[config.mk]
export PLATFORM = sky130hd
export DESIGN_NAME = e2c_day_div
export DESIGN_NICKNAME = d
export VERILOG_FILES = /design/src/design/e2c_pkg.sv /design/src/design/e2c_day_div.sv
export SDC_FILE = /design/constraint.sdc
export NUM_CORES = 1
export LEC_CHECK = 0
export BUFFER_PORTS_ARGS = -buffer_cell sky130_fd_sc_hd__buf_2
export CORE_UTILIZATION = 58
export CTS_CLUSTER_SIZE = 14
export DETAILED_ROUTE_END_ITERATION = 8
export PLACE_DENSITY_LB_ADDON = 0.12
export SYNTH_ARGS = -nofsm -noshare
export SYNTH_HDL_FRONTEND = slang
export SYNTH_SLANG_ARGS = --single-unit
export TNS_END_PERCENT = 100
[constraint.sdc]
create_clock -name clk_i -period 8.6 [get_ports clk_i]
set_input_delay 1.72 -clock clk_i [delete_from_list [all_inputs] [get_ports clk_i]]
set_output_delay 1.72 -clock clk_i [all_outputs]
set_load 0.02 [all_outputs]
[src/design/e2c_pkg.sv]
// shared widths, constants, types and the month table of the converter
// no dependencies
package e2c_pkg;

  localparam int unsigned NumStages = 8;

  localparam int unsigned SecsW  = 32;
  localparam int unsigned DaysW  = 16;
  localparam int unsigned TodW   = 17;
  localparam int unsigned YearW  = 12;
  localparam int unsigned MonthW = 4;
  localparam int unsigned DomW   = 5;
  localparam int unsigned HourW  = 5;
  localparam int unsigned MinW   = 6;
  localparam int unsigned SecW   = 6;
  localparam int unsigned MsW    = 12;
  localparam int unsigned BlockW = 6;
  localparam int unsigned OffW   = 11;
  localparam int unsigned YibW   = 2;
  localparam int unsigned DoyW   = 9;
  localparam int unsigned MpW    = 4;

  // seconds to days: secs >> 7 divided by 675 via reciprocal, then one correction
  localparam int unsigned DayPreShift = 7;
  localparam int unsigned DayRecipW   = 26;
  localparam logic [DayRecipW-1:0] DayRecip = 26'd50903316;
  localparam int unsigned DayShift    = 35;
  localparam logic [TodW-1:0] SecsPerDay = 17'd86400;

  // exact reciprocals for the time of day
  localparam logic [15:0] HourRecip = 16'd37283;
  localparam int unsigned HourShift = 27;
  localparam logic [MsW-1:0] SecsPerHour = 12'd3600;
  localparam logic [12:0] MinRecip = 13'd4370;
  localparam int unsigned MinShift = 18;
  localparam logic [SecW-1:0] SecsPerMin = 6'd60;

  // day count from 1968-03-01, four-year blocks of 1461 days
  localparam logic [DaysW-1:0] EpochOffset = 16'd671;
  // 2100-03-01: no leap day in 2100, so later days shift up by one
  localparam logic [DaysW-1:0] CenturySkip = 16'd48212;
  localparam logic [15:0] BlockRecip = 16'd45934;
  localparam int unsigned BlockShift = 26;
  localparam logic [OffW-1:0] DaysPerBlock = 11'd1461;
  localparam logic [OffW-1:0] Year1Start = 11'd365;
  localparam logic [OffW-1:0] Year2Start = 11'd730;
  localparam logic [OffW-1:0] Year3Start = 11'd1095;
  localparam logic [YearW-1:0] YearBase = 12'd1968;
  localparam logic [MpW-1:0] MpJanuary = 4'd10;
  localparam int unsigned MonthsPerYear = 12;

  typedef struct packed {
    logic [HourW-1:0] hour;
    logic [MinW-1:0]  minute;
    logic [SecW-1:0]  second;
  } e2c_hms_t;

  typedef struct packed {
    logic [YearW-1:0]  year;
    logic [MonthW-1:0] month;
    logic [DomW-1:0]   day;
  } e2c_date_t;

  // first day of each month in a year starting at march 1
  function automatic logic [DoyW-1:0] month_start(input logic [MpW-1:0] mp);
    logic [DoyW-1:0] s;
    case (mp)
      4'd0:    s = 9'd0;
      4'd1:    s = 9'd31;
      4'd2:    s = 9'd61;
      4'd3:    s = 9'd92;
      4'd4:    s = 9'd122;
      4'd5:    s = 9'd153;
      4'd6:    s = 9'd184;
      4'd7:    s = 9'd214;
      4'd8:    s = 9'd245;
      4'd9:    s = 9'd275;
      4'd10:   s = 9'd306;
      4'd11:   s = 9'd337;
      default: s = 9'd0;
    endcase
    return s;
  endfunction

endpackage

[src/design/e2c_day_div.sv]
// two pipeline stages: seconds split into whole days and time of day
// depends on e2c_pkg
module e2c_day_div import e2c_pkg::*; (
  input  logic             clk_i,
  input  logic [1:0]       en_i,
  input  logic [SecsW-1:0] secs_i,
  output logic [DaysW-1:0] days_o,
  output logic [TodW-1:0]  tod_o
);

  localparam int unsigned PreW  = SecsW - DayPreShift;
  localparam int unsigned ProdW = PreW + DayRecipW;

  logic [ProdW-1:0]       est_prod;
  logic [DaysW-1:0]       est_d, est_q;
  logic [SecsW-1:0]       secs_q;
  logic [DaysW+TodW-1:0]  fix_prod;
  logic [SecsW:0]         rem;
  logic [TodW:0]          rem_lo;
  logic                   over;
  logic [DaysW-1:0]       days_d, days_q;
  logic [TodW-1:0]        tod_d, tod_q;

  // estimate is the true quotient or one less
  assign est_prod = ProdW'(secs_i[SecsW-1:DayPreShift]) * ProdW'(DayRecip);
  assign est_d    = est_prod[DayShift +: DaysW];

  assign fix_prod = (DaysW+TodW)'(est_q) * (DaysW+TodW)'(SecsPerDay);
  assign rem      = {1'b0, secs_q} - (SecsW+1)'(fix_prod);
  assign rem_lo   = rem[TodW:0];
  assign over     = rem_lo >= {1'b0, SecsPerDay};
  assign days_d   = est_q + DaysW'(over);
  assign tod_d    = over ? TodW'(rem_lo - {1'b0, SecsPerDay}) : rem_lo[TodW-1:0];

  always_ff @(posedge clk_i) begin
    if (en_i[0]) begin
      est_q  <= est_d;
      secs_q <= secs_i;
    end
    if (en_i[1]) begin
      days_q <= days_d;
      tod_q  <= tod_d;
    end
  end

  assign days_o = days_q;
  assign tod_o  = tod_q;

endmodule

==> metrics.txt <==
# TYPE chip_impl_metric gauge
chip_impl_info{name="critical_path.most_common_cell",value="sky130_fd_sc_hd__fa_1"} 1
chip_impl_info{name="path_type_of_the_worst_setup_path",value="input port to register"} 1
chip_impl_metric{name="via_count_of_the_first_global_routing_pass",unit=""} 8465
chip_impl_metric{name="area.growth.synth_to_final",unit="%"} 8.11
chip_impl_metric{name="wire_length_of_the_first_global_routing_pass",unit="um"} 41700
chip_impl_metric{name="die_area",unit="sq um"} 22300
chip_impl_metric{name="critPathMaxFanout",unit=""} 11
chip_impl_metric{name="io_pins",unit=""} 68
chip_impl_metric{name="netlist-cell-type-count",unit=""} 59
chip_impl_metric{name="placed_cells",unit=""} 1511
chip_impl_metric{name="route.final.wire_length",unit="um"} 24800
chip_impl_metric{name="cp_data_required_time",unit="ps"} 8680
chip_impl_metric{name="drcViolationCount",unit=""} 0
chip_impl_metric{name="final_antenna_net_count",unit=""} 0
chip_impl_metric{name="fin_nets",unit=""} 1784
chip_impl_metric{name="clk_path_buf_depth",unit=""} 2
chip_impl_info{name="cp_slowest_cell",value="sky130_fd_sc_hd__fa_1"} 1
chip_impl_metric{name="ys_seq_elements",unit=""} 67
chip_impl_metric{name="cts_htree_levels",unit=""} 3
chip_impl_metric{name="clock.fmax",unit="GHz"} 0.131
chip_impl_metric{name="setup_total_negative_slack",unit="ps"} 0
chip_impl_metric{name="routed-via-count",unit=""} 8083
chip_impl_info{name="hold_class",value="register to register"} 1
chip_impl_metric{name="netlist_instances",unit=""} 1166
chip_impl_metric{name="cts_sinks",unit=""} 67
chip_impl_info{name="cts-root-buf",value="sky130_fd_sc_hd__clkbuf_16"} 1
chip_impl_metric{name="share_of_layout_cells_above_drive_strength_1",unit="%"} 8.15
chip_impl_metric{name="globalRouteTotalUtil",unit="%"} 24.5
chip_impl_info{name="status",value="completed"} 1
chip_impl_metric{name="coreArea",unit="sq um"} 21200
chip_impl_info{name="timing.rr.end",value="days_o[14]$_DFFE_PP_"} 1
chip_impl_metric{name="synth_enable_flop_cells",unit=""} 67
chip_impl_metric{name="ys.warnings.count",unit=""} 0
chip_impl_metric{name="layout.core_utilization",unit="%"} 64.3
chip_impl_metric{name="die-height",unit="um"} 149
chip_impl_metric{name="synth.yosys.seq_area_share",unit="%"} 16.0
chip_impl_metric{name="initial_core_util",unit="%"} 59.5
chip_impl_metric{name="worst_setup_hold_path_clk_slew",unit="ps"} 50
chip_impl_info{name="crit_path_cell_trace",value="buf_2, fa_1, ha_1, inv_1, fa_1, inv_1, fa_1, fa_1, fa_1, inv_1, fa_1, inv_1, ha_1, a21o_1, a211oi_1, o21ai_1, a221oi_2, or2_2, a41oi_2, or3_1, a31oi_1, xnor2_1"} 1
chip_impl_metric{name="grt_max_degree",unit=""} 35
chip_impl_info{name="tritoncts",value="yes"} 1
chip_impl_metric{name="number_of_input_and_output_port_buffers_inserted",unit=""} 67
chip_impl_metric{name="post-dp-hpwl",unit="um"} 21300
chip_impl_metric{name="cts-buffers-inserted",unit=""} 9
chip_impl_metric{name="timing.max_slew.rel_slack",unit="%"} 49.6
chip_impl_info{name="reg2reg_from",value="est_q[0]$_DFFE_PP_"} 1
chip_impl_metric{name="final.setup_skew",unit="ps"} 4.46
chip_impl_info{name="rsz0062_at_grt",value="false"} 1
chip_impl_metric{name="firstDrtPassIters",unit=""} 4
chip_impl_metric{name="number_of_antenna_violations_at_the_first_check_in_global_routing",unit=""} 0
chip_impl_metric{name="floorplan.rows",unit=""} 53
chip_impl_metric{name="max_stage_delay",unit="ps"} 560
chip_impl_metric{name="final_max_slew_viol_count",unit=""} 0
chip_impl_metric{name="post_synth_instance_area",unit="sq um"} 12600
chip_impl_metric{name="finalHoldViolCount",unit=""} 0
chip_impl_metric{name="whs_path_depth",unit=""} 0
chip_impl_metric{name="avgViaCountPerCell",unit=""} 5.29
chip_impl_metric{name="share_of_synthesized_flip_flops_with_an_asynchronous_set_or_reset",unit="%"} 0
chip_impl_metric{name="drt_iter0_markers",unit=""} 315
chip_impl_info{name="critPathLaunchType",value="input port"} 1
chip_impl_metric{name="synth.net_count",unit=""} 1703
chip_impl_info{name="timing.critical_path.max_delay_family",value="adder cells"} 1
chip_impl_metric{name="r2r_cells",unit=""} 23
chip_impl_metric{name="dp_worst_setup_slack",unit="ps"} 615
chip_impl_metric{name="fin_crit",unit="ps"} 7630
chip_impl_metric{name="synth.avg_cell_area",unit="sq um"} 10.8
chip_impl_metric{name="insertedDiodeCount",unit=""} 0
chip_impl_metric{name="postCtsSetupRepairBufs",unit=""} 0
chip_impl_metric{name="drv_cap",unit=""} 0
chip_impl_info{name="timing.critical_path.to_type",value="register"} 1
chip_impl_metric{name="timing.final.ws_setup",unit="ps"} 971
chip_impl_metric{name="wl_per_cell",unit="um"} 16.2
chip_impl_metric{name="cts-hold-fix-buffers",unit=""} 0
chip_impl_metric{name="period_share",unit="%"} 88.7
chip_impl_metric{name="setup-violations-final",unit=""} 0
chip_impl_metric{name="cp_data_arrival_time",unit="ps"} 7710
chip_impl_metric{name="slew_at_the_pin_closest_to_its_max_slew_limit",unit="ps"} 756
chip_impl_metric{name="globalRouteOverflowTotal",unit=""} 0
chip_impl_metric{name="die_w",unit="um"} 149
chip_impl_metric{name="clk_latency",unit="ps"} 330
chip_impl_metric{name="worst-path-stages",unit=""} 22
chip_impl_metric{name="finalWeightedCongestion",unit=""} 0.858
chip_impl_metric{name="setup.reg_to_reg.worst_slack",unit="ps"} 2760
chip_impl_info{name="synth_flop_cell",value="sky130_fd_sc_hd__edfxtp_1"} 1
chip_impl_info{name="worstHoldEndpoint",value="tod_o[6]$_DFFE_PP_"} 1
chip_impl_metric{name="timing.critical_path.buf_inv",unit=""} 5
chip_impl_info{name="hold_start",value="secs_q[6]$_DFFE_PP_"} 1
chip_impl_metric{name="cts_repair_resize_count",unit=""} 0
chip_impl_metric{name="fin_cells",unit=""} 1527
[layout make-up]
type | instances | area [sq um]
Sequential cell | 67 | 2010
Multi-Input combinational cell | 795 | 9420
Inverter | 302 | 1130
Fill cell | 1724 | 7550
Timing Repair Buffer | 72 | 373
Tap cell | 275 | 344
Clock buffer | 10 | 229
Clock inverter | 6 | 90.1
[stage by stage]
stage | hold WS (ps) | instance area [sq um]
final | 413 | 13600
after global routing | 421 | 13600
after CTS | 414 | 13600
after detailed placement | 405 | 13300
after global placement | 400 | 13300
after floorplan | 400 | 12600
[per-layer routing]
metal / vias to the layer above / global-route usage [%] / wire length (um)
li1: 4023 / - / -
met3: 13 / 2.05 / 822
met4: 0 / 4.59 / 212
met5: - / 0 / 0
met1: 3912 / 34.4 / 12100
met2: 135 / 41.5 / 11700
[sequential cells by signal, indices dropped and copies added, names as in the netlist]
name,cells
est_q,16
secs_q,18
tod_o,17
days_o,16
[worst max path at each step]
stage / from / to / slack [ps]
floorplan: secs_i[16] / est_q[7]$_DFFE_PP_ / 1330
global placement: secs_i[16] / est_q[7]$_DFFE_PP_ / 730
detailed placement: secs_i[16] / est_q[7]$_DFFE_PP_ / 610
CTS: secs_i[16] / est_q[7]$_DFFE_PP_ / 980
global route: secs_i[16] / est_q[7]$_DFFE_PP_ / 650
finish: secs_i[16] / est_q[7]$_DFFE_PP_ / 970
[synthesized netlist by cell type, drive strengths merged, types with 3 or more instances]
cell    count  share of area (%)
a21o       18                1.1
nand2      22               0.66
and3        7               0.36
and2        3               0.15
nor3b       3               0.18
nor2       19               0.57
nor3        8               0.32
or3         4               0.20
ha        342                 34
nand2b      5               0.25
o211ai     11               0.66
a31oi       3               0.15
a211oi      6               0.36
nand4      10               0.50
nand3      13               0.52
inv       302                9.0
a21oi      30                1.2
nor2b       6               0.30
xnor2      35                2.6
fa        160                 25
edfxtp     67                 16
o21a       10               0.61
a21boi      4               0.24
or2         7               0.35
xor2       18                1.3
o21ai      25                1.0
[worst reg2reg max path, stage by stage, from the launching register on]
cell                       delay [ps]
sky130_fd_sc_hd__edfxtp_1         520
sky130_fd_sc_hd__ha_1             370
sky130_fd_sc_hd__ha_1             300
sky130_fd_sc_hd__fa_1             470
sky130_fd_sc_hd__ha_1             290
sky130_fd_sc_hd__inv_1             50
sky130_fd_sc_hd__fa_1             490
sky130_fd_sc_hd__inv_1             50
sky130_fd_sc_hd__ha_1             320
sky130_fd_sc_hd__xor2_1           170
sky130_fd_sc_hd__ha_1             310
sky130_fd_sc_hd__inv_1             90
sky130_fd_sc_hd__nand3_1           90
sky130_fd_sc_hd__o31ai_1           70
sky130_fd_sc_hd__a21o_1           160
sky130_fd_sc_hd__a311oi_1         230
sky130_fd_sc_hd__buf_4            230
sky130_fd_sc_hd__o21a_1           400
sky130_fd_sc_hd__inv_2             80
sky130_fd_sc_hd__ha_1             220
sky130_fd_sc_hd__ha_1             250
sky130_fd_sc_hd__and4_1           260
sky130_fd_sc_hd__nand4_1          120
sky130_fd_sc_hd__xnor2_1           70
[cell usage in the layout, fill, tap and decap left out, types with 19 or more instances in the layout]
cell | synthesis | final
sky130_fd_sc_hd__nand2_1 | 22 | 22
sky130_fd_sc_hd__ha_1 | 342 | 342
sky130_fd_sc_hd__edfxtp_1 | 67 | 67
sky130_fd_sc_hd__xnor2_1 | 33 | 33
sky130_fd_sc_hd__inv_1 | 301 | 301
sky130_fd_sc_hd__a21oi_1 | 29 | 29
sky130_fd_sc_hd__fa_1 | 160 | 160
sky130_fd_sc_hd__buf_2 | 1 | 67
sky130_fd_sc_hd__nor2_1 | 19 | 19
[cell families after synthesis]
logic type                 Yosys count  synth area share [%]
muxes                                1                 0.119
xor gates and xnor gates            53                  3.81
and+or+nand+nor                    111                  4.57
buffers and inverters              304                  9.14
DFF                                 67                  16.0
adders and majority gates          502                  59.5
AOI/OAI and AO/OA                  128                  6.89
Power is left out: the tool's default activity adds up to more than one toggle a clock period on the data nets, which glitch-free logic cannot reach.
