--- config.mk ---
export PLATFORM = sky130hd
export DESIGN_NAME = e2c_tod_split
export DESIGN_NICKNAME = d
export VERILOG_FILES = /design/src/design/e2c_pkg.sv /design/src/design/e2c_tod_split.sv
export SDC_FILE = /design/constraint.sdc
export NUM_CORES = 1
export LEC_CHECK = 0
export ABC_AREA = 1
export BUFFER_PORTS_ARGS = -buffer_cell sky130_fd_sc_hd__buf_2
export CAP_MARGIN = 15
export CORE_MARGIN = 8
export CORE_UTILIZATION = 50
export DETAILED_ROUTE_END_ITERATION = 10
export PLACE_DENSITY = 0.8
export RECOVER_POWER = 100
export SLEW_MARGIN = 10
export SYNTH_ARGS = -nofsm -noshare
export SYNTH_HDL_FRONTEND = slang
export SYNTH_SLANG_ARGS = --single-unit
--- constraint.sdc ---
create_clock -name clk_i -period 4.8 [get_ports clk_i]
set_input_delay 0.72 -clock clk_i [delete_from_list [all_inputs] [get_ports clk_i]]
set_output_delay 0.72 -clock clk_i [all_outputs]
set_load 0.1 [all_outputs]
--- src/design/e2c_pkg.sv ---
// shared widths, constants, types and the month table of the converter
// no dependencies
package e2c_pkg;

  localparam int unsigned NumStages = 8;

  localparam int unsigned SecsW  = 32;
  localparam int unsigned DaysW  = 16;
  localparam int unsigned TodW   = 17;
  localparam int unsigned YearW  = 12;
  localparam int unsigned MonthW = 4;
  localparam int unsigned DomW   = 5;
  localparam int unsigned HourW  = 5;
  localparam int unsigned MinW   = 6;
  localparam int unsigned SecW   = 6;
  localparam int unsigned MsW    = 12;
  localparam int unsigned BlockW = 6;
  localparam int unsigned OffW   = 11;
  localparam int unsigned YibW   = 2;
  localparam int unsigned DoyW   = 9;
  localparam int unsigned MpW    = 4;

  // seconds to days: secs >> 7 divided by 675 via reciprocal, then one correction
  localparam int unsigned DayPreShift = 7;
  localparam int unsigned DayRecipW   = 26;
  localparam logic [DayRecipW-1:0] DayRecip = 26'd50903316;
  localparam int unsigned DayShift    = 35;
  localparam logic [TodW-1:0] SecsPerDay = 17'd86400;

  // exact reciprocals for the time of day
  localparam logic [15:0] HourRecip = 16'd37283;
  localparam int unsigned HourShift = 27;
  localparam logic [MsW-1:0] SecsPerHour = 12'd3600;
  localparam logic [12:0] MinRecip = 13'd4370;
  localparam int unsigned MinShift = 18;
  localparam logic [SecW-1:0] SecsPerMin = 6'd60;

  // day count from 1968-03-01, four-year blocks of 1461 days
  localparam logic [DaysW-1:0] EpochOffset = 16'd671;
  // 2100-03-01: no leap day in 2100, so later days shift up by one
  localparam logic [DaysW-1:0] CenturySkip = 16'd48212;
  localparam logic [15:0] BlockRecip = 16'd45934;
  localparam int unsigned BlockShift = 26;
  localparam logic [OffW-1:0] DaysPerBlock = 11'd1461;
  localparam logic [OffW-1:0] Year1Start = 11'd365;
  localparam logic [OffW-1:0] Year2Start = 11'd730;
  localparam logic [OffW-1:0] Year3Start = 11'd1095;
  localparam logic [YearW-1:0] YearBase = 12'd1968;
  localparam logic [MpW-1:0] MpJanuary = 4'd10;
  localparam int unsigned MonthsPerYear = 12;

  typedef struct packed {
    logic [HourW-1:0] hour;
    logic [MinW-1:0]  minute;
    logic [SecW-1:0]  second;
  } e2c_hms_t;

  typedef struct packed {
    logic [YearW-1:0]  year;
    logic [MonthW-1:0] month;
    logic [DomW-1:0]   day;
  } e2c_date_t;

  // first day of each month in a year starting at march 1
  function automatic logic [DoyW-1:0] month_start(input logic [MpW-1:0] mp);
    logic [DoyW-1:0] s;
    case (mp)
      4'd0:    s = 9'd0;
      4'd1:    s = 9'd31;
      4'd2:    s = 9'd61;
      4'd3:    s = 9'd92;
      4'd4:    s = 9'd122;
      4'd5:    s = 9'd153;
      4'd6:    s = 9'd184;
      4'd7:    s = 9'd214;
      4'd8:    s = 9'd245;
      4'd9:    s = 9'd275;
      4'd10:   s = 9'd306;
      4'd11:   s = 9'd337;
      default: s = 9'd0;
    endcase
    return s;
  endfunction

endpackage

--- src/design/e2c_tod_split.sv ---
// five pipeline stages: time of day into hour, minute and second
// depends on e2c_pkg
module e2c_tod_split import e2c_pkg::*; (
  input  logic            clk_i,
  input  logic [4:0]      en_i,
  input  logic [TodW-1:0] tod_i,
  output e2c_hms_t        hms_o
);

  localparam int unsigned HourProdW = TodW + 16;
  localparam int unsigned MinProdW  = MsW + 13;

  logic [HourProdW-1:0] hour_prod;
  logic [HourW-1:0]     hour3_q, hour4_q, hour5_q, hour6_q;
  logic [TodW-1:0]      tod3_q;
  logic [TodW-1:0]      hour_secs;
  logic [MsW-1:0]       ms_d, ms4_q, ms5_q;
  logic [MinProdW-1:0]  min_prod;
  logic [MinW-1:0]      min5_q, min6_q;
  logic [MsW-1:0]       min_secs;
  logic [SecW-1:0]      sec_d, sec6_q;
  e2c_hms_t             hms_q;

  assign hour_prod = HourProdW'(tod_i) * HourProdW'(HourRecip);
  assign hour_secs = TodW'(hour3_q) * TodW'(SecsPerHour);
  assign ms_d      = MsW'(tod3_q - hour_secs);
  assign min_prod  = MinProdW'(ms4_q) * MinProdW'(MinRecip);
  assign min_secs  = MsW'(min5_q) * MsW'(SecsPerMin);
  assign sec_d     = SecW'(ms5_q - min_secs);

  always_ff @(posedge clk_i) begin
    if (en_i[0]) begin
      hour3_q <= hour_prod[HourShift +: HourW];
      tod3_q  <= tod_i;
    end
    if (en_i[1]) begin
      hour4_q <= hour3_q;
      ms4_q   <= ms_d;
    end
    if (en_i[2]) begin
      hour5_q <= hour4_q;
      ms5_q   <= ms4_q;
      min5_q  <= min_prod[MinShift +: MinW];
    end
    if (en_i[3]) begin
      hour6_q <= hour5_q;
      min6_q  <= min5_q;
      sec6_q  <= sec_d;
    end
    if (en_i[4]) begin
      hms_q <= '{hour: hour6_q, minute: min6_q, second: sec6_q};
    end
  end

  assign hms_o = hms_q;

endmodule

==> flow_summary.json, run 1 <==
{
  "crit_type": "primary input to flop",
  "wl_met3_um": 877,
  "grt_max_degree": 18,
  "critPathTopFamily": "adder cells",
  "diodes": 0,
  "num_vias": 6410,
  "synth_area_leader_cell": "ha_1",
  "crit_buf_inv": 4,
  "antenna_found_initial": 0,
  "gp_congestion": 0.940,
  "tightest_slew_ns": 1.18,
  "synth-adder-area-share_pct": 45.2,
  "h-tree-depth": 3,
  "hold_end": "min6_q[4]",
  "area.growth.synth_to_final_pct": 11.1,
  "cp_max_fo": 4,
  "cp-end-kind": "flop",
  "yosys-top-cells-area": "ha_1 31%, edfxtp_1 28%, fa_1 14%",
  "drt_pre_antenna_iters": 5,
  "cp_slowest_stage_delay_ns": 0.54,
  "drc": 0,
  "reg2reg_to": "min5_q[1]",
  "drtIter0Drc": 326,
  "max-cap-violations": 0,
  "synth_xor_area_share_pct": 1.93,
  "path_cells": "buf_2, ha_1, ha_1, fa_1, fa_1, inv_1, fa_1, fa_1, inv_1, ha_1, nand2_1, inv_2, nand2_1, nand2_1, nand3_1, nand2_1, a21oi_1, nand2_1, nand2_1, nand2_1",
  "post-route-period-util_pct": 95.6,
  "syn_area_um2": 9070,
  "synth_compound_area_share_pct": 4.62,
  "grt_pass1_vias": 6458,
  "grt-ovfl-total": 0,
  "wl_um": 18200,
  "cts_tree": "done",
  "dr_wl_met2_um": 9110,
  "ys_async_sr_fraction_pct": 0,
  "arrival_ns": 4.70,
  "die_h_um": 151,
  "core_area_um2": 17900,
  "clk_latency_ns": 0.35,
  "antenna_left": 0,
  "fin_skew_ns": 0.00864,
  "final_nets": 1320,
  "hp-start": "min5_q[4]",
  "place.detailed.hpwl_um": 15700,
  "synth_top_family_by_area": "adder cells",
  "synth_nets": 1238,
  "hold_depth": 0,
  "min_period_ns": 4.59,
  "synthFlopType": "edfxtp_1",
  "dr.max_layer_used": "met4",
  "synthMuxAreaShare_pct": 0,
  "avgSynthCellArea_um2": 9.80,
  "port_buffers": 39,
  "ys_seq_area_share_pct": 28.1,
  "yosysMostFrequentCell": "ha_1",
  "setup_viol": 0,
  "ff2ff_path_depth": 14,
  "synth_seq_cells": 85,
  "cp.required_ns": 4.91,
  "clkTransAtPathRegs_ns": 0.07,
  "die_w_um": 151,
  "num_rows": 49,
  "grt_pass1_wl_um": 29800,
  "wl_met1_um": 7950,
  "synth.top_cell.area_share_pct": 30.9,
  "synth-simple-area-share_pct": 11.6,
  "final.setup.tns_ns": 0,
  "io_pins": 40,
  "start_util_pct": 50.7,
  "hp-class": "flop to flop",
  "whs_ns": 0.419,
  "hold_violations": 0,
  "start_kind": "primary input",
  "yosysUniqueCellTypes": 29,
  "cts-root-buf": "clkbuf_16",
  "synthCells": 926,
  "cpMostUsedCell": "nand2_1",
  "status": "finished clean",
  "relSlewSlack_pct": 21.9,
  "track_usage_pct": 16.6,
  "drive_above_1_share_pct": 7.60,
  "clk_path_buf_depth": 2,
  "post_drt_wl_per_cell_um": 14.7,
  "yosysWarnings": 0,
  "slew_viol_final": 0,
  "synth_edf_count": 85,
  "vias_per_cell": 5.16,
  "critical-path-slowest-cell": "fa_1",
  "r2r_slack_ns": 1.35,
  "synth_common_cells": "224 x ha_1, 199 x inv_1, 161 x nand2_1, 85 x edfxtp_1, 65 x fa_1",
  "cts_buffers": 9,
  "die-area_um2": 22700,
  "r2r-start": "ms4_q[6]",
  "max_freq_ghz": 0.218,
  "cts_sinks": 85
}
cell families after synthesis:
logic type / after synthesis
fa+ha+maj: 289
simple gates: 252
buf+inv: 205
flops: 85
compound gates: 75
xor+xnor: 20
layout by cell type, fill, tap and decap left out, types with 9 or more instances in the layout:
cell type and instances:
a21oi_1 41, buf_2 16, buf_4 29, clkbuf_1 26, clkbuf_16 9, edfxtp_1 85
fa_1 65, ha_1 221, inv_1 199, nand2_1 159, nand3_1 27, nor2_1 46
o21ai_0 16, xnor2_1 9, xor2_1 11
repair_timing:
action                     4_1_cts  5_1_grt
setup buffers                    0        1
setup endpoints to repair        0        3
gates resized for setup          0        6
hold buffers                     0        0
how the worst max path moves through the flow:
stage | start | endpoint | slack [ns] | depth (start not counted)
5_1_grt | tod_i[0] | hour3_q[4] | -0.003 | 22
3_3_place_gp | tod_i[8] | hour3_q[0] | -0.09 | 21
6_report | tod_i[9] | hour3_q[4] | 0.21 | 20
2_1_floorplan | tod_i[8] | hour3_q[0] | 0.16 | 20
3_5_place_dp | tod_i[8] | hour3_q[0] | -0.17 | 21
4_1_cts | tod_i[4] | hour3_q[4] | 0.20 | 22
area by class of cell:
class	count	area [um2]
clock buffer	9	225
multi-input combinational	636	5760
inverter	205	769
fill	1532	7820
clock inverter	7	91.3
timing repair buffer	71	395
tap	229	287
sequential	85	2550
registers in the layout, summed over array words and instances (netlist names):
| signal | flops |
|---|---|
| hour4_q | 5 |
| min6_q | 6 |
| sec6_q | 6 |
| hour5_q | 5 |
| hour6_q | 5 |
| tod3_q | 12 |
| ms5_q | 6 |
| hms_o | 17 |
| min5_q | 6 |
| hour3_q | 5 |
| ms4_q | 12 |
per-layer routing:
metal | GRT usage (%) | vias up
li1 | - | 3192
met5 | 0 | -
met3 | 3.04 | 23
met2 | 29.8 | 130
met1 | 20.4 | 3065
met4 | 3.46 | 0
per-stage QoR:
step	utilization, %	cell area, um2	instances	setup WS (ns)
CTS	56.5	10100	1241	0.199
finish	56.3	10100	1242	0.209
global route	56.3	10100	1242	-0.00346
floorplan	-	9070	926	0.156
detailed placement	54.7	9790	1225	-0.168
global placement	54.7	9790	1225	-0.0918
Power of run 1 is not shown: default switching activity piles up to over one toggle a cycle in this logic, so the estimate is an artifact.
==> inputs of run 2 (changes only) <==
--- a/config.mk
+++ b/config.mk
@@ -11,7 +11,7 @@
 export CORE_MARGIN = 8
 export CORE_UTILIZATION = 50
 export DETAILED_ROUTE_END_ITERATION = 10
-export PLACE_DENSITY = 0.8
+export PLACE_DENSITY = 0.69
 export RECOVER_POWER = 100
 export SLEW_MARGIN = 10
 export SYNTH_ARGS = -nofsm -noshare
==> flow_summary.json, run 2 (synthesized netlist as in run 1, its figures left out) <==
{
  "status": "finished clean",
  "switching_share_pct": 50.6,
  "drtIter0Drc": 242,
  "clk_path_buf_depth": 2,
  "fin_area_um2": 10100,
  "area.growth.synth_to_final_pct": 10.9,
  "cts_sinks": 85,
  "pwr_density_cell_nw_per_um2": 664,
  "wl_um": 18000,
  "nFillCells": 1597,
  "tightest_slew_ns": 1.18,
  "cts-root-buf": "clkbuf_16",
  "cp_max_fo": 4,
  "grt_setup_unrepaired": "no",
  "grt_pass1_wl_um": 29800,
  "grt-ovfl-total": 0,
  "antenna_left": 0,
  "layout_common_cells": "221 x ha_1, 199 x inv_1, 161 x nand2_1",
  "crit_buf_inv": 5,
  "h-tree-depth": 3,
  "hold_depth": 0,
  "crit_type": "primary input to flop",
  "critPathLaunch": "tod_i[7]",
  "clkTransAtPathRegs_ns": 0.07,
  "largest_reg_flops": 17,
  "hold_end": "hms_o[0]",
  "port_buffers": 39,
  "fin_skew_ns": 0.00699,
  "cp_slowest_stage_delay_ns": 0.56,
  "clock_power_share_pct": 9.9,
  "hp-start": "sec6_q[0]",
  "critical-path-slowest-cell": "fa_1",
  "cp-end-kind": "flop",
  "drt_pre_antenna_iters": 5,
  "whs_ns": 0.419,
  "preCtsSetupSlack_ns": -0.222,
  "track_usage_pct": 16.6,
  "reg2reg_to": "min5_q[1]",
  "die_h_um": 151,
  "gp_congestion": 0.910,
  "arrival_ns": 4.66,
  "min_period_ns": 4.56,
  "post_drt_wl_per_cell_um": 14.6,
  "drive_above_1_share_pct": 7.33,
  "comb_power_share_pct": 71.9,
  "r2r-start": "ms4_q[6]",
  "final_nets": 1316,
  "post_dp_cell_area_um2": 9770,
  "power_mw": 6.68,
  "io_pins": 40,
  "slew_viol_final": 0,
  "met2_usage_pct": 31.3,
  "place.detailed.hpwl_um": 15900,
  "cts_hold_buf": 0,
  "hp-class": "flop to flop",
  "irDropWorstVdd_v": 0.000520,
  "cts_buffers": 9,
  "post-route-period-util_pct": 95.1,
  "grt_use_met1_pct": 19.7,
  "met3_usage_pct": 1.71,
  "ff2ff_path_depth": 14,
  "path_cells": "buf_2, ha_1, ha_1, inv_1, fa_1, inv_1, fa_1, fa_1, inv_1, fa_1, inv_1, ha_1, nand2_1, nand2_1, nand2_1, nand2_1, nand2_1, nand3_1, a21oi_2, nand2_1, nand2_1, nand2_1",
  "start_util_pct": 50.7,
  "leakage_nw": 5.29,
  "grt_pass1_vias": 6439,
  "post_cts_buffers": 0,
  "drc": 0,
  "die_w_um": 151,
  "cp.required_ns": 4.89,
  "num_rows": 49,
  "antenna_found_initial": 0,
  "r2r_slack_ns": 1.36,
  "cts_tree": "done",
  "cts_resized": 0,
  "grt.busiest_layer": "met2",
  "final.setup.tns_ns": 0,
  "p_sw_mw": 3.38,
  "final_common_cell": "ha_1",
  "start_kind": "primary input",
  "setup_viol": 0,
  "hold_violations": 0,
  "relSlewSlack_pct": 21.6,
  "core_area_um2": 17900,
  "diodes": 0,
  "critPathTopFamily": "adder cells",
  "vias_per_cell": 5.08,
  "layout_setup_ws_ns": 0.236,
  "max_freq_ghz": 0.219,
  "grt_max_degree": 18,
  "max-cap-violations": 0,
  "num_vias": 6292,
  "cpMostUsedCell": "nand2_1",
  "p_seq_share_pct": 18.2,
  "p_int_mw": 3.30,
  "clk_latency_ns": 0.34,
  "die-area_um2": 22700
}
## run 2: layout make-up
| cell class | count | area, um2 | share of cell area [%] |
|---|---|---|---|
| Timing Repair Buffer | 67 | 357 | 3.54 |
| Sequential cell | 85 | 2550 | 25.4 |
| Tap cell | 229 | 287 | 2.85 |
| Inverter | 205 | 769 | 7.65 |
| Clock inverter | 7 | 67.6 | 0.672 |
| Clock buffer | 9 | 225 | 2.24 |
| Multi-Input combinational cell | 636 | 5800 | 57.7 |
## run 2: how the worst max path moves through the flow
stage / to / cells after the start
after floorplan: hour3_q[0] / 20
after global placement: hour3_q[0] / 21
after detailed placement: hour3_q[3] / 22
after CTS: hour3_q[3] / 22
after global routing: hour3_q[3] / 22
final: hour3_q[3] / 22
## run 2: power groups by stage
| stage | combinational (mW) | clock [mW] | sequential (mW) |
|---|---|---|---|
| final | 4.81 | 0.659 | 1.22 |
| after global routing | 5.57 | 0.699 | 1.24 |
| after detailed placement | 4.79 | 0 | 1.23 |
| after floorplan | 3.56 | 0 | 1.34 |
| after global placement | 4.71 | 0 | 1.22 |
| after CTS | 4.84 | 0.674 | 1.22 |
## run 2: stage by stage
step / instances / util, %
2_1_floorplan: 926 / -
3_3_place_gp: 1222 / 54.6
3_5_place_dp: 1222 / 54.6
4_1_cts: 1238 / 56.2
5_1_grt: 1238 / 56.2
6_report: 1238 / 56.2
## run 2: per-layer routing
layer,up-vias,part of all wire [%],routed length [um]
li1,3197,-,-
met1,2985,43,7750
met2,90,53,9470
met3,20,3.1,557
met4,0,1.4,250
met5,-,0,0
No activity file was read; power rests on OpenSTA's default activity.
==> inputs of run 3 (changes only) <==
--- a/config.mk
+++ b/config.mk
@@ -10,6 +10,7 @@
 export CAP_MARGIN = 15
 export CORE_MARGIN = 8
 export CORE_UTILIZATION = 50
+export CTS_CLUSTER_DIAMETER = 40
 export DETAILED_ROUTE_END_ITERATION = 10
 export PLACE_DENSITY = 0.69
 export RECOVER_POWER = 100
==> constraint.sdc (replaced) <==
create_clock -name clk_i -period 4.8 [get_ports clk_i]
set_input_delay 0.96 -clock clk_i [delete_from_list [all_inputs] [get_ports clk_i]]
set_output_delay 0.96 -clock clk_i [all_outputs]
set_load 0.1 [all_outputs]
==> flow_summary.json, run 3 (synthesized netlist as in run 1, its figures left out) <==
{
  "final.setup.tns_ns": 0,
  "cpMostUsedCell": "nand2_1",
  "num_vias": 6298,
  "cp.required_ns": 4.89,
  "status": "finished clean",
  "cts_sinks": 85,
  "layout_setup_ws_ns": 0.122,
  "vias_per_cell": 5.01,
  "final_common_cell": "ha_1",
  "die_w_um": 151,
  "r2r_slack_ns": 1.40,
  "preCtsSetupSlack_ns": -0.365,
  "post-route-period-util_pct": 97.5,
  "die-area_um2": 22700,
  "grt_pass1_wl_um": 29400,
  "h-tree-depth": 3,
  "drc": 0,
  "path_cells": "clkbuf_4, ha_4, ha_2, inv_1, fa_1, inv_1, fa_1, fa_1, inv_1, fa_1, inv_2, ha_4, nand2_1, nand2_2, nand2_1, nand2_1, nand2_2, nand3_2, a21oi_2, nand2_1, nand2_1, nand2_1",
  "drive_above_1_share_pct": 15.1,
  "cts-root-buf": "clkbuf_16",
  "die_h_um": 151,
  "critPathTopFamily": "adder cells",
  "critical-path-slowest-cell": "fa_1",
  "post_drt_wl_per_cell_um": 14.2,
  "gp_congestion": 0.892,
  "drtIter0Drc": 250,
  "antenna_found_initial": 0,
  "cts_buffers": 9,
  "start_util_pct": 50.7,
  "grt_max_degree": 18,
  "crit_buf_inv": 5,
  "start_kind": "primary input",
  "cp_slowest_stage_delay_ns": 0.54,
  "final_nets": 1335,
  "slew_viol_final": 0,
  "fin_cells": 1257,
  "port_buffers": 39,
  "max_freq_ghz": 0.214,
  "area.growth.synth_to_final_pct": 16.1,
  "grt-ovfl-total": 0,
  "place.detailed.hpwl_um": 15600,
  "num_rows": 49,
  "hold_violations": 0,
  "antenna_left": 0,
  "clk_path_buf_depth": 2,
  "core_area_um2": 17900,
  "track_usage_pct": 16.3,
  "crit_type": "primary input to flop",
  "relSlewSlack_pct": 67.6,
  "wl_um": 17800,
  "placed_cells": 1240,
  "cp-end-kind": "flop",
  "setup_viol": 0,
  "clkTransAtPathRegs_ns": 0.06,
  "cts_tree": "done",
  "io_pins": 40,
  "drt_pre_antenna_iters": 4,
  "grt_pass1_vias": 6558,
  "cp_max_fo": 4,
  "layout_common_cells": "200 x ha_1, 195 x inv_1, 149 x nand2_1",
  "cts_hold_buf": 0,
  "arrival_ns": 4.77,
  "hp-class": "flop to flop",
  "fin_skew_ns": 0.00644,
  "diodes": 0,
  "min_period_ns": 4.68,
  "largest_reg_flops": 17,
  "max-cap-violations": 0,
  "tightest_slew_ns": 0.489,
  "clk_latency_ns": 0.33
}
-- run 3: cell types whose count changed in the layout (fill, tap and decap cells not counted), sizes merged --
cell	change
buf	+41
clkinvlp	-2
clkinv	+2
clkbuf	-22
-- run 3: cell type report --
type | instances | area [um2]
Clock buffer | 9 | 225
Clock inverter | 7 | 48.8
Fill cell | 1489 | 7360
Tap cell | 229 | 287
Multi-Input combinational cell | 636 | 6070
Timing Repair Buffer | 86 | 591
Sequential cell | 85 | 2550
Inverter | 205 | 769
-- run 3: worst paths after layout --
kind | startpoint | to | cells after the start
setup / recovery | tod_i[7] | hour3_q[3] | 22
hold reg to reg | hour4_q[1] | hour5_q[1] | 0
hold / removal | hour4_q[1] | hour5_q[1] | 0
setup reg to reg | ms4_q[5] | min5_q[0] | 13
-- run 3: per-layer routing --
layer,vias to the layer above,share of wire (%),global-route usage (%)
met4,0,3.8,5.99
li1,3225,-,-
met5,-,0,0
met3,44,3.0,1.92
met1,2937,41,17.3
met2,92,53,31.9
-- run 3: metrics by stage --
step	cell area, um2	utilization [%]	hold WS (ns)
after floorplan	9100	-	0.400
after global placement	9970	55.7	0.401
after detailed placement	9970	55.7	0.405
after CTS	10200	57.2	0.417
after global routing	10500	58.9	0.419
final	10500	58.9	0.416
-- run 3: timing repair --
action	CTS	global route
pin swaps	0	24
setup endpoints to repair	1	5
gates resized for setup	1	56
setup buffers	0	1
Power of run 3 is left out for the same reason.
