$ cat src/design/e2c_pkg.sv
// shared widths, constants, types and the month table of the converter
// no dependencies
package e2c_pkg;

  localparam int unsigned NumStages = 8;

  localparam int unsigned SecsW  = 32;
  localparam int unsigned DaysW  = 16;
  localparam int unsigned TodW   = 17;
  localparam int unsigned YearW  = 12;
  localparam int unsigned MonthW = 4;
  localparam int unsigned DomW   = 5;
  localparam int unsigned HourW  = 5;
  localparam int unsigned MinW   = 6;
  localparam int unsigned SecW   = 6;
  localparam int unsigned MsW    = 12;
  localparam int unsigned BlockW = 6;
  localparam int unsigned OffW   = 11;
  localparam int unsigned YibW   = 2;
  localparam int unsigned DoyW   = 9;
  localparam int unsigned MpW    = 4;

  // seconds to days: secs >> 7 divided by 675 via reciprocal, then one correction
  localparam int unsigned DayPreShift = 7;
  localparam int unsigned DayRecipW   = 26;
  localparam logic [DayRecipW-1:0] DayRecip = 26'd50903316;
  localparam int unsigned DayShift    = 35;
  localparam logic [TodW-1:0] SecsPerDay = 17'd86400;

  // exact reciprocals for the time of day
  localparam logic [15:0] HourRecip = 16'd37283;
  localparam int unsigned HourShift = 27;
  localparam logic [MsW-1:0] SecsPerHour = 12'd3600;
  localparam logic [12:0] MinRecip = 13'd4370;
  localparam int unsigned MinShift = 18;
  localparam logic [SecW-1:0] SecsPerMin = 6'd60;

  // day count from 1968-03-01, four-year blocks of 1461 days
  localparam logic [DaysW-1:0] EpochOffset = 16'd671;
  // 2100-03-01: no leap day in 2100, so later days shift up by one
  localparam logic [DaysW-1:0] CenturySkip = 16'd48212;
  localparam logic [15:0] BlockRecip = 16'd45934;
  localparam int unsigned BlockShift = 26;
  localparam logic [OffW-1:0] DaysPerBlock = 11'd1461;
  localparam logic [OffW-1:0] Year1Start = 11'd365;
  localparam logic [OffW-1:0] Year2Start = 11'd730;
  localparam logic [OffW-1:0] Year3Start = 11'd1095;
  localparam logic [YearW-1:0] YearBase = 12'd1968;
  localparam logic [MpW-1:0] MpJanuary = 4'd10;
  localparam int unsigned MonthsPerYear = 12;

  typedef struct packed {
    logic [HourW-1:0] hour;
    logic [MinW-1:0]  minute;
    logic [SecW-1:0]  second;
  } e2c_hms_t;

  typedef struct packed {
    logic [YearW-1:0]  year;
    logic [MonthW-1:0] month;
    logic [DomW-1:0]   day;
  } e2c_date_t;

  // first day of each month in a year starting at march 1
  function automatic logic [DoyW-1:0] month_start(input logic [MpW-1:0] mp);
    logic [DoyW-1:0] s;
    case (mp)
      4'd0:    s = 9'd0;
      4'd1:    s = 9'd31;
      4'd2:    s = 9'd61;
      4'd3:    s = 9'd92;
      4'd4:    s = 9'd122;
      4'd5:    s = 9'd153;
      4'd6:    s = 9'd184;
      4'd7:    s = 9'd214;
      4'd8:    s = 9'd245;
      4'd9:    s = 9'd275;
      4'd10:   s = 9'd306;
      4'd11:   s = 9'd337;
      default: s = 9'd0;
    endcase
    return s;
  endfunction

endpackage

$ cat src/design/e2c_date_calc.sv
// five pipeline stages: day count into year, month and day of month
// depends on e2c_pkg
module e2c_date_calc import e2c_pkg::*; (
  input  logic             clk_i,
  input  logic [4:0]       en_i,
  input  logic [DaysW-1:0] days_i,
  output e2c_date_t        date_o
);

  localparam int unsigned BlkProdW = DaysW + 16;

  logic [DaysW-1:0]    z, zz_d, zz3_q, zz4_q;
  logic [BlkProdW-1:0] blk_prod;
  logic [BlockW-1:0]   blk4_q, blk5_q, blk6_q, blk7_q;
  logic [DaysW-1:0]    blk_days;
  logic [OffW-1:0]     off_d, off5_q;
  logic [YibW-1:0]     yib_d, yib6_q, yib7_q;
  logic [OffW-1:0]     yr_base;
  logic [DoyW-1:0]     doy_d, doy6_q, doy7_q;
  logic [MpW-1:0]      mp_d, mp7_q;
  logic                jan_feb;
  logic [YearW-1:0]    year;
  logic [MonthW-1:0]   month;
  logic [DomW-1:0]     dom;

  function automatic logic [DaysW-1:0] blocks_to_days(input logic [BlockW-1:0] b);
    return DaysW'(b) * DaysW'(DaysPerBlock);
  endfunction

  // days from 1968-03-01, with 2100-02-29 skipped
  assign z    = days_i + EpochOffset;
  assign zz_d = z + DaysW'(z >= CenturySkip);

  assign blk_prod = BlkProdW'(zz3_q) * BlkProdW'(BlockRecip);
  assign blk_days = DaysW'(blocks_to_days(blk4_q));
  assign off_d    = OffW'(zz4_q - blk_days);

  always_comb begin
    if (off5_q >= Year3Start) begin
      yib_d   = 2'd3;
      yr_base = Year3Start;
    end else if (off5_q >= Year2Start) begin
      yib_d   = 2'd2;
      yr_base = Year2Start;
    end else if (off5_q >= Year1Start) begin
      yib_d   = 2'd1;
      yr_base = Year1Start;
    end else begin
      yib_d   = 2'd0;
      yr_base = '0;
    end
    doy_d = DoyW'(off5_q - yr_base);
  end

  // month index counts the month starts at or below the day of year
  always_comb begin
    mp_d = '0;
    for (int i = 1; i < MonthsPerYear; i++) begin
      if (month_start(MpW'(i)) <= doy6_q) begin
        mp_d = mp_d + MpW'(1);
      end
    end
  end

  assign jan_feb = mp7_q >= MpJanuary;
  assign month   = jan_feb ? MonthW'(mp7_q - MpJanuary + MpW'(1)) : MonthW'(mp7_q + MpW'(3));
  assign dom     = DomW'(doy7_q - month_start(mp7_q) + DoyW'(1));
  assign year    = YearBase + YearW'({blk7_q, 2'b00}) + YearW'(yib7_q) + YearW'(jan_feb);

  always_ff @(posedge clk_i) begin
    if (en_i[0]) begin
      zz3_q <= zz_d;
    end
    if (en_i[1]) begin
      zz4_q  <= zz3_q;
      blk4_q <= blk_prod[BlockShift +: BlockW];
    end
    if (en_i[2]) begin
      blk5_q <= blk4_q;
      off5_q <= off_d;
    end
    if (en_i[3]) begin
      blk6_q <= blk5_q;
      yib6_q <= yib_d;
      doy6_q <= doy_d;
    end
    if (en_i[4]) begin
      blk7_q <= blk6_q;
      yib7_q <= yib6_q;
      doy7_q <= doy6_q;
      mp7_q  <= mp_d;
    end
  end

  assign date_o = '{year: year, month: month, day: dom};

endmodule

$ cat config.mk
export PLATFORM = sky130hd
export DESIGN_NAME = e2c_date_calc
export DESIGN_NICKNAME = d
export VERILOG_FILES = /design/src/design/e2c_pkg.sv /design/src/design/e2c_date_calc.sv
export SDC_FILE = /design/constraint.sdc
export NUM_CORES = 1
export LEC_CHECK = 0
export ABC_AREA = 1
export BUFFER_PORTS_ARGS = -buffer_cell sky130_fd_sc_hd__clkbuf_2
export CAP_MARGIN = 10
export CORE_MARGIN = 2
export CORE_UTILIZATION = 60
export CTS_CLUSTER_DIAMETER = 200
export DETAILED_ROUTE_END_ITERATION = 7
export PLACE_DENSITY = 0.81
export SLEW_MARGIN = 10
export SYNTH_ARGS = -nofsm -noshare
export SYNTH_HDL_FRONTEND = slang
export SYNTH_SLANG_ARGS = --single-unit
$ cat constraint.sdc
create_clock -name clk_i -period 15.3 [get_ports clk_i]
set_input_delay 0.765 -clock clk_i [delete_from_list [all_inputs] [get_ports clk_i]]
set_output_delay 0.765 -clock clk_i [all_outputs]
set_load 0.05 [all_outputs]
==> results.toml, run 1 <==
[sta]
highest_clock_rate_mhz = 160.7
final-hold-violation-count = 0
report.final.setup_viol = 0
accumulated_negative_setup_slack_ns = 0
worst_clock_skew_ns = 0.01131
worst_pin_slew_ns = 0.7549
final-max-slew-violation-count = 0
timing.slew.headroom = 0.4902
rsz_0062_raised_after_global_routing = "no"
final_critical_path_required_period_ns = 6.223
finalCritPeriodShare = 0.4067

[detailed_routing]
drt-wirelength-per-cell_um = 13.96
drt_wl_total_um = 21630
route.detailed.vias_per_inst = 5.290
drt_drc = 0
detail-route-antenna-nets = 0
via_count = 8200
first_pass_iters = 5
initialDrtViolationCount = 291

[synthesis]
yosys-top-cells-area = "sky130_fd_sc_hd__edfxtp_1 (22%), sky130_fd_sc_hd__fa_1 (20%), sky130_fd_sc_hd__ha_1 (20%), sky130_fd_sc_hd__inv_1 (9.4%), sky130_fd_sc_hd__nand2_1 (5.9%)"
synth.net_count = 1581
synth_edf_count = 84
seq_area_frac_synth = 0.2280
synth-main-ff-cell = "sky130_fd_sc_hd__edfxtp_1"
top_area_cell_type_share_of_the_netlist_area = 0.2193
postSynthRegisterBits = 89
synth_cell_type_count = 45
synth_async_sr_flop_share = 0
postSynthCellCount = 1259
synth_warnings = 0
netlist.top_cell.by_area = "sky130_fd_sc_hd__edfxtp_1"
postSynthAreaPerCell_um2 = 9.136
synth_area_um2 = 11500

[worst_setup_path]
max_stage_delay_cell_worst_path = "sky130_fd_sc_hd__edfxtp_1"
max_stage_delay_ns = 0.48
max_fo_critical_path = 8
critPathLaunchType = "flop"
crit_type = "flop to flop"
crit_path_frequent_cell = "sky130_fd_sc_hd__nand2_1"
timing.critical_path.arrival_ns = 6.48
crit_path_end_kind = "flop"
cp_data_required_time_ns = 15.55

[grt]
globalRouteOverflowTotal = 0
grt_use_met2 = 0.4309
gr-usage-met3 = 0.03836
antenna_found_initial = 0
grt.met1_usage = 0.2670
maximum_number_of_pins_on_one_net_before_global_route_repair = 27
wire_length_of_the_first_global_routing_pass_um = 37100
first_global_vias = 8451
top_usage_layer = "met2"
grt_use_total = 0.2296

[run_status]
run_status = "complete, no violations"

[die]
num_io_pins = 43
core_area_um2 = 18770
initial_core_utilization = 0.6129
fp-row-count = 50
fp.dieW_um = 142.5
die_height_um = 142.5
die-area_um2 = 20290

[place]
io_buffers = 42
routabilityCongestion = 0.9164
detailedPlacementHpwl_um = 18550

[layout]
antennaDiodeCount = 0
commonest_non_fill_non_tap_cell_in_the_layout = "sky130_fd_sc_hd__inv_1"
drive_gt1_frac = 0.09195
fin_nets = 1633
layout.cells.most_common_list = "sky130_fd_sc_hd__inv_1 (288), sky130_fd_sc_hd__ha_1 (183), sky130_fd_sc_hd__nand2_1 (181)"
flow.area_growth_from_synthesis_pct = 6.842

[clock_network]
ctsHtreeMaxLevel = 3
tritoncts.num_buffers = 9
clk_latency_ns = 0.36
cts_setup_buffers = 0
maximum_clock_path_buffer_count = 2
clock_sinks = 89
path_clk_slew_ns = 0.07
tritoncts = "built"
cts_hold_repair.buffers = 0
clockRootBuffer = "sky130_fd_sc_hd__clkbuf_16"
cts-resized-gates = 0

[worst_hold_path]
min-delay-path-class = "flop to flop"

[flow_run]
max_cap_violations = 0
==> synth_stat cells, types with 4 or more instances <==
library cell,count
sky130_fd_sc_hd__inv_1,288
sky130_fd_sc_hd__ha_1,183
sky130_fd_sc_hd__nand2_1,181
sky130_fd_sc_hd__fa_1,117
sky130_fd_sc_hd__edfxtp_1,84
sky130_fd_sc_hd__nand3_1,80
sky130_fd_sc_hd__nor2_1,55
sky130_fd_sc_hd__xor2_1,52
sky130_fd_sc_hd__a21oi_1,46
sky130_fd_sc_hd__o21ai_0,27
sky130_fd_sc_hd__nand2_2,23
sky130_fd_sc_hd__xnor2_1,17
sky130_fd_sc_hd__nor3_1,14
sky130_fd_sc_hd__inv_2,9
sky130_fd_sc_hd__nand3_2,9
sky130_fd_sc_hd__nand2_4,7
sky130_fd_sc_hd__nand4_1,7
sky130_fd_sc_hd__or2_2,7
sky130_fd_sc_hd__a31oi_1,5
sky130_fd_sc_hd__dfxtp_1,5
sky130_fd_sc_hd__o211ai_1,4
==> critical path: cells and delay by family (launching register included) <==
family                   cells  cell delay [ns]
AO/OA/AOI/OAI                2             0.31
XOR/XNOR                     1             0.17
adder cells (fa/ha/maj)      6             1.70
buffers and inverters        7             0.60
flip-flops                   1             0.48
AND/OR/NAND/NOR             30             2.84
==> through the flow <==
| step | instance area (um^2) | instances | hold slack (ns) | utilization | setup slack [ns] |
|---|---|---|---|---|---|
| 4_1_cts | 12290 | 1550 | 0.4207 | 0.6548 | 9.059 |
| 2_1_floorplan | 11500 | 1259 | 0.4003 | - | 9.678 |
| 3_3_place_gp | 12000 | 1534 | 0.4012 | 0.6393 | 9.314 |
| 6_report | 12290 | 1550 | 0.4193 | 0.6548 | 9.077 |
| 3_5_place_dp | 12000 | 1534 | 0.4054 | 0.6393 | 9.113 |
| 5_1_grt | 12290 | 1550 | 0.4237 | 0.6548 | 8.462 |
==> registers in the layout (all words and copies together) (netlist names), 4 cells and up, named ones only <==
| signal | flops |
|---|---|
| off5_q | 11 |
| blk4_q | 6 |
| blk7_q | 6 |
| zz3_q | 16 |
| doy6_q | 9 |
| blk5_q | 6 |
| zz4_q | 11 |
| mp7_q | 4 |
| doy7_q | 5 |
| blk6_q | 6 |
==> final cells by class <==
type / instances / area (um^2)
clock buffer: 9 / 225.2
clock inverter: 7 / 66.31
fill: 1445 / 6479
inverter: 297 / 1115
multi-input combinational: 872 / 7757
sequential: 89 / 2623
tap: 234 / 292.8
timing repair buffer: 42 / 210.2
==> kinds of logic (layout without fill, tap and decap cells) <==
kind of cell / Yosys count / after routing / share of synthesized area
and+or+nand+nor: 400 / 400 / 0.1662
buffers and inverters: 298 / 355 / 0.09757
xor gates and xnor gates: 69 / 69 / 0.05254
DFF: 89 / 89 / 0.2280
adders and majority gates: 300 / 300 / 0.4027
AOI/OAI and AO/OA: 103 / 103 / 0.05298
==> final timing paths <==
kind              startpoint        end  slack, ns  cells past startpoint
setup reg to reg   doy6_q[8]       flop       9.08                     46
hold reg to reg    blk5_q[1]  blk6_q[1]       0.42                      0
hold / removal     blk5_q[1]  blk6_q[1]       0.42                      0
setup / recovery   doy6_q[8]       flop       9.08                     46
==> layer usage <==
metal / vias to the layer above / wire (um) / share of wire
li1: 4137 / - / -
met1: 3860 / 9175 / 0.42
met2: 156 / 11230 / 0.52
met3: 47 / 653 / 0.030
met4: 0 / 576 / 0.027
met5: - / 0 / 0
Power of run 1 is left out: the tool's default activity adds up to more than one toggle a clock period on the data nets, which glitch-free logic cannot reach.
==> inputs of run 2 (changes only) <==
- ABC_AREA: 1 -> 0
- CORE_UTILIZATION: 60 -> 58
- clock period: 15.3 -> 5.3 ns (I/O delays scaled with it)
==> run 2 against run 1 <==
Effect of this change: the flow now finishes with violations (setup timing); count of clock-buffer cells in the layout grew 2; non-clock buffer count grew 107; global-route usage grew 0.25 points; critical path type unchanged; largest cell class unchanged.
==> results.toml, run 2 <==
[run_status]
run_status = "finished with violations"
failed_checks = "setup timing"

[detailed_routing]
drt-wirelength-per-cell_um = 16.34
drt_wl_total_um = 23170
via_count = 7912
first_pass_iters = 5
detail-route-antenna-nets = 0
route.detailed.vias_per_inst = 5.580
drt_drc = 0
initialDrtViolationCount = 446

[grt]
globalRouteOverflowTotal = 0
wire_length_of_the_first_global_routing_pass_um = 37600
antenna_found_initial = 0
first_global_vias = 8377
grt_use_total = 0.2320
maximum_number_of_pins_on_one_net_before_global_route_repair = 27

[sta]
timing.slew.headroom = 0.4772
final-max-slew-violation-count = 0
rsz_0062_raised_after_global_routing = "yes"
worst_pin_slew_ns = 0.7741
final_critical_path_required_period_ns = 5.596
finalWorstSetupSlack_ns = -0.2957
finalCritPeriodShare = 1.056
report.final.setup_viol = 10
final-hold-violation-count = 0
worst_clock_skew_ns = 0.007192
highest_clock_rate_mhz = 178.7

[worst_setup_path]
crit_type = "flop to flop"
max_fo_critical_path = 4
max_stage_delay_ns = 0.42
crit_path_end_kind = "flop"
critPathLaunchType = "flop"
max_stage_delay_cell_worst_path = "sky130_fd_sc_hd__edfxtp_1"
cp_data_required_time_ns = 5.58
path_delay_family = "multiplexers"
timing.critical_path.arrival_ns = 5.88
critical_path.cell_chain = "or2_4 > a311oi_4 > ha_4 > a21boi_2 > o31a_1 > ha_4 > nor2b_4 > a31oi_4 > xnor2_2 > a21oi_2 > ha_1 > mux2_4 > or3_1 > nand3_2 > o31ai_4 > mux2i_2 > ha_1 > mux2i_2 > xor2_1 > mux2_4 > mux2_4 > ha_4 > mux2_4 > o211ai_2"
cp_num_buf_inv = 0
crit_path_frequent_cell = "sky130_fd_sc_hd__mux2_4"

[synthesis]
post_synth_most_frequent_cells = "sky130_fd_sc_hd__inv_1 (216), sky130_fd_sc_hd__ha_1 (183), sky130_fd_sc_hd__fa_1 (117)"
postSynthRegisterBits = 89
postSynthCellCount = 1036
yosys-top-cells-area = "sky130_fd_sc_hd__edfxtp_1 (23%), sky130_fd_sc_hd__fa_1 (21%), sky130_fd_sc_hd__ha_1 (21%), sky130_fd_sc_hd__inv_1 (7.3%), sky130_fd_sc_hd__xnor2_1 (4.4%)"
synth_edf_count = 84
synth_warnings = 0
synth-main-ff-cell = "sky130_fd_sc_hd__edfxtp_1"
netlist.top_cell.by_area = "sky130_fd_sc_hd__edfxtp_1"
postSynthAreaPerCell_um2 = 10.72
synth_async_sr_flop_share = 0
seq_area_frac_synth = 0.2361
post-synth-top-count-cell = "sky130_fd_sc_hd__inv_1"
top_area_cell_type_share_of_the_netlist_area = 0.2271
synth_cell_type_count = 85
synth.net_count = 1358
synth_area_um2 = 11110

[clock_network]
clockRootBuffer = "sky130_fd_sc_hd__clkbuf_16"
clk_latency_ns = 0.35
path_clk_slew_ns = 0.07
clock_sinks = 89
ctsHtreeMaxLevel = 3
tritoncts.num_buffers = 9
maximum_clock_path_buffer_count = 2
cts_hold_repair.buffers = 0
tritoncts = "built"

[place]
routabilityCongestion = 0.9083
detailedPlacementHpwl_um = 18020
placed_cell_area_um2 = 12380
io_buffers = 42

[layout]
flow.area_growth_from_synthesis_pct = 18.24
final_core_area_utilization = 0.6997
drive_gt1_frac = 0.2323
top_register = "zz3_q"
reg.largest.list = "zz3_q (16), off5_q (11), zz4_q (11)"
antennaDiodeCount = 0
largest_register_ffs = 16
total_area_of_multi_input_combinational_cells_um2 = 8069
sequential_cell_area_um2 = 2623
design_area_um2 = 13130
commonest_non_fill_non_tap_cell_in_the_layout = "sky130_fd_sc_hd__inv_1"
fin_nets = 1501
fillCellCount = 1253
layout.cells.most_common_list = "sky130_fd_sc_hd__inv_1 (204), sky130_fd_sc_hd__ha_1 (168), sky130_fd_sc_hd__fa_1 (112)"

[die]
initial_core_utilization = 0.5917
fp-row-count = 50
core_area_um2 = 18770
num_io_pins = 43
fp.dieW_um = 142.4
die-area_um2 = 20270
die_height_um = 142.4

[flow_run]
max_cap_violations = 0

[worst_hold_path]
min-delay-path-class = "input port to flop"
-- run 2: cell types whose count changed after synthesis, sizes merged, moves of 9 or more --
| cell | delta |
|---|---|
| nand2 | -182 |
| inv | -81 |
| nand3 | -75 |
| xnor2 | +44 |
| nor2 | -30 |
| xor2 | -27 |
| a21o | +14 |
| nand2b | +10 |
| a21oi | -9 |
-- run 2: path summary, 6_finish.rpt --
check	startpoint	to	cells after the start	slack (ns)
min reg2reg	blk5_q[0]	blk6_q[0]	0	0.42
max	doy6_q[5]	flop	24	-0.30
min	days_i[15]	zz3_q[15]	2	0.24
max reg2reg	doy6_q[5]	flop	24	-0.30
-- run 2: worst reg2reg max path, cell delays in order, from the launching register on --
cell and delay, ns:
sky130_fd_sc_hd__edfxtp_1 0.42, sky130_fd_sc_hd__or2_4 0.29, sky130_fd_sc_hd__a311oi_4 0.34, sky130_fd_sc_hd__ha_4 0.27, sky130_fd_sc_hd__a21boi_2 0.15, sky130_fd_sc_hd__o31a_1 0.28
sky130_fd_sc_hd__ha_4 0.28, sky130_fd_sc_hd__nor2b_4 0.16, sky130_fd_sc_hd__a31oi_4 0.05, sky130_fd_sc_hd__xnor2_2 0.19, sky130_fd_sc_hd__a21oi_2 0.07, sky130_fd_sc_hd__ha_1 0.27
sky130_fd_sc_hd__mux2_4 0.28, sky130_fd_sc_hd__or3_1 0.36, sky130_fd_sc_hd__nand3_2 0.09, sky130_fd_sc_hd__o31ai_4 0.08, sky130_fd_sc_hd__mux2i_2 0.19, sky130_fd_sc_hd__ha_1 0.30
sky130_fd_sc_hd__mux2i_2 0.19, sky130_fd_sc_hd__xor2_1 0.10, sky130_fd_sc_hd__mux2_4 0.30, sky130_fd_sc_hd__mux2_4 0.30, sky130_fd_sc_hd__ha_4 0.17, sky130_fd_sc_hd__mux2_4 0.27
sky130_fd_sc_hd__o211ai_2 0.12
-- run 2: what timing repair did --
action	4_1_cts	5_1_grt
buffers inserted	8	4
pin swaps	39	43
endpoints found under the hold margin	0	0
gates resized for setup	33	49
setup endpoints to repair	10	12
-- run 2: cell type report --
| class | instances | share of cell area |
|---|---|---|
| clock buffers | 11 | 0.01849 |
| clock inverters | 5 | 0.003049 |
| inverters | 217 | 0.06279 |
| multi-input cells | 713 | 0.6145 |
| flip-flops and latches | 89 | 0.1997 |
| well taps | 234 | 0.02230 |
| repair buffers | 149 | 0.07918 |
-- run 2: cell families after synthesis --
group	Yosys count	share of synthesized area
DFF	89	0.2361
AOI/OAI and AO/OA	160	0.1013
buffers and inverters	234	0.08179
adders and majority gates	300	0.4171
muxes	13	0.01341
and+or+nand+nor	152	0.07402
xor gates and xnor gates	88	0.07627
-- run 2: routing by layer --
layer / up-vias / track usage / part of all wire
li1: 3798 / - / -
met2: 232 / 0.4368 / 0.53
met4: 0 / 0.07348 / 0.026
met1: 3828 / 0.2692 / 0.40
met3: 54 / 0.03802 / 0.044
met5: - / 0 / 0
-- run 2: through the flow --
stage / setup WS, ns / TNS, ns / hold WS [ns] / cells
after global routing: -0.4948 / -3.796 / 0.2464 / 1418
after global placement: -0.2251 / -1.356 / 0.4012 / 1391
after CTS: -0.2467 / -1.408 / 0.2322 / 1414
final: -0.2957 / -1.791 / 0.2376 / 1418
after floorplan: -0.1778 / -0.3245 / 0.3775 / 1036
after detailed placement: -0.3236 / -2.309 / 0.4045 / 1391
Power of run 2 is left out for the same reason.
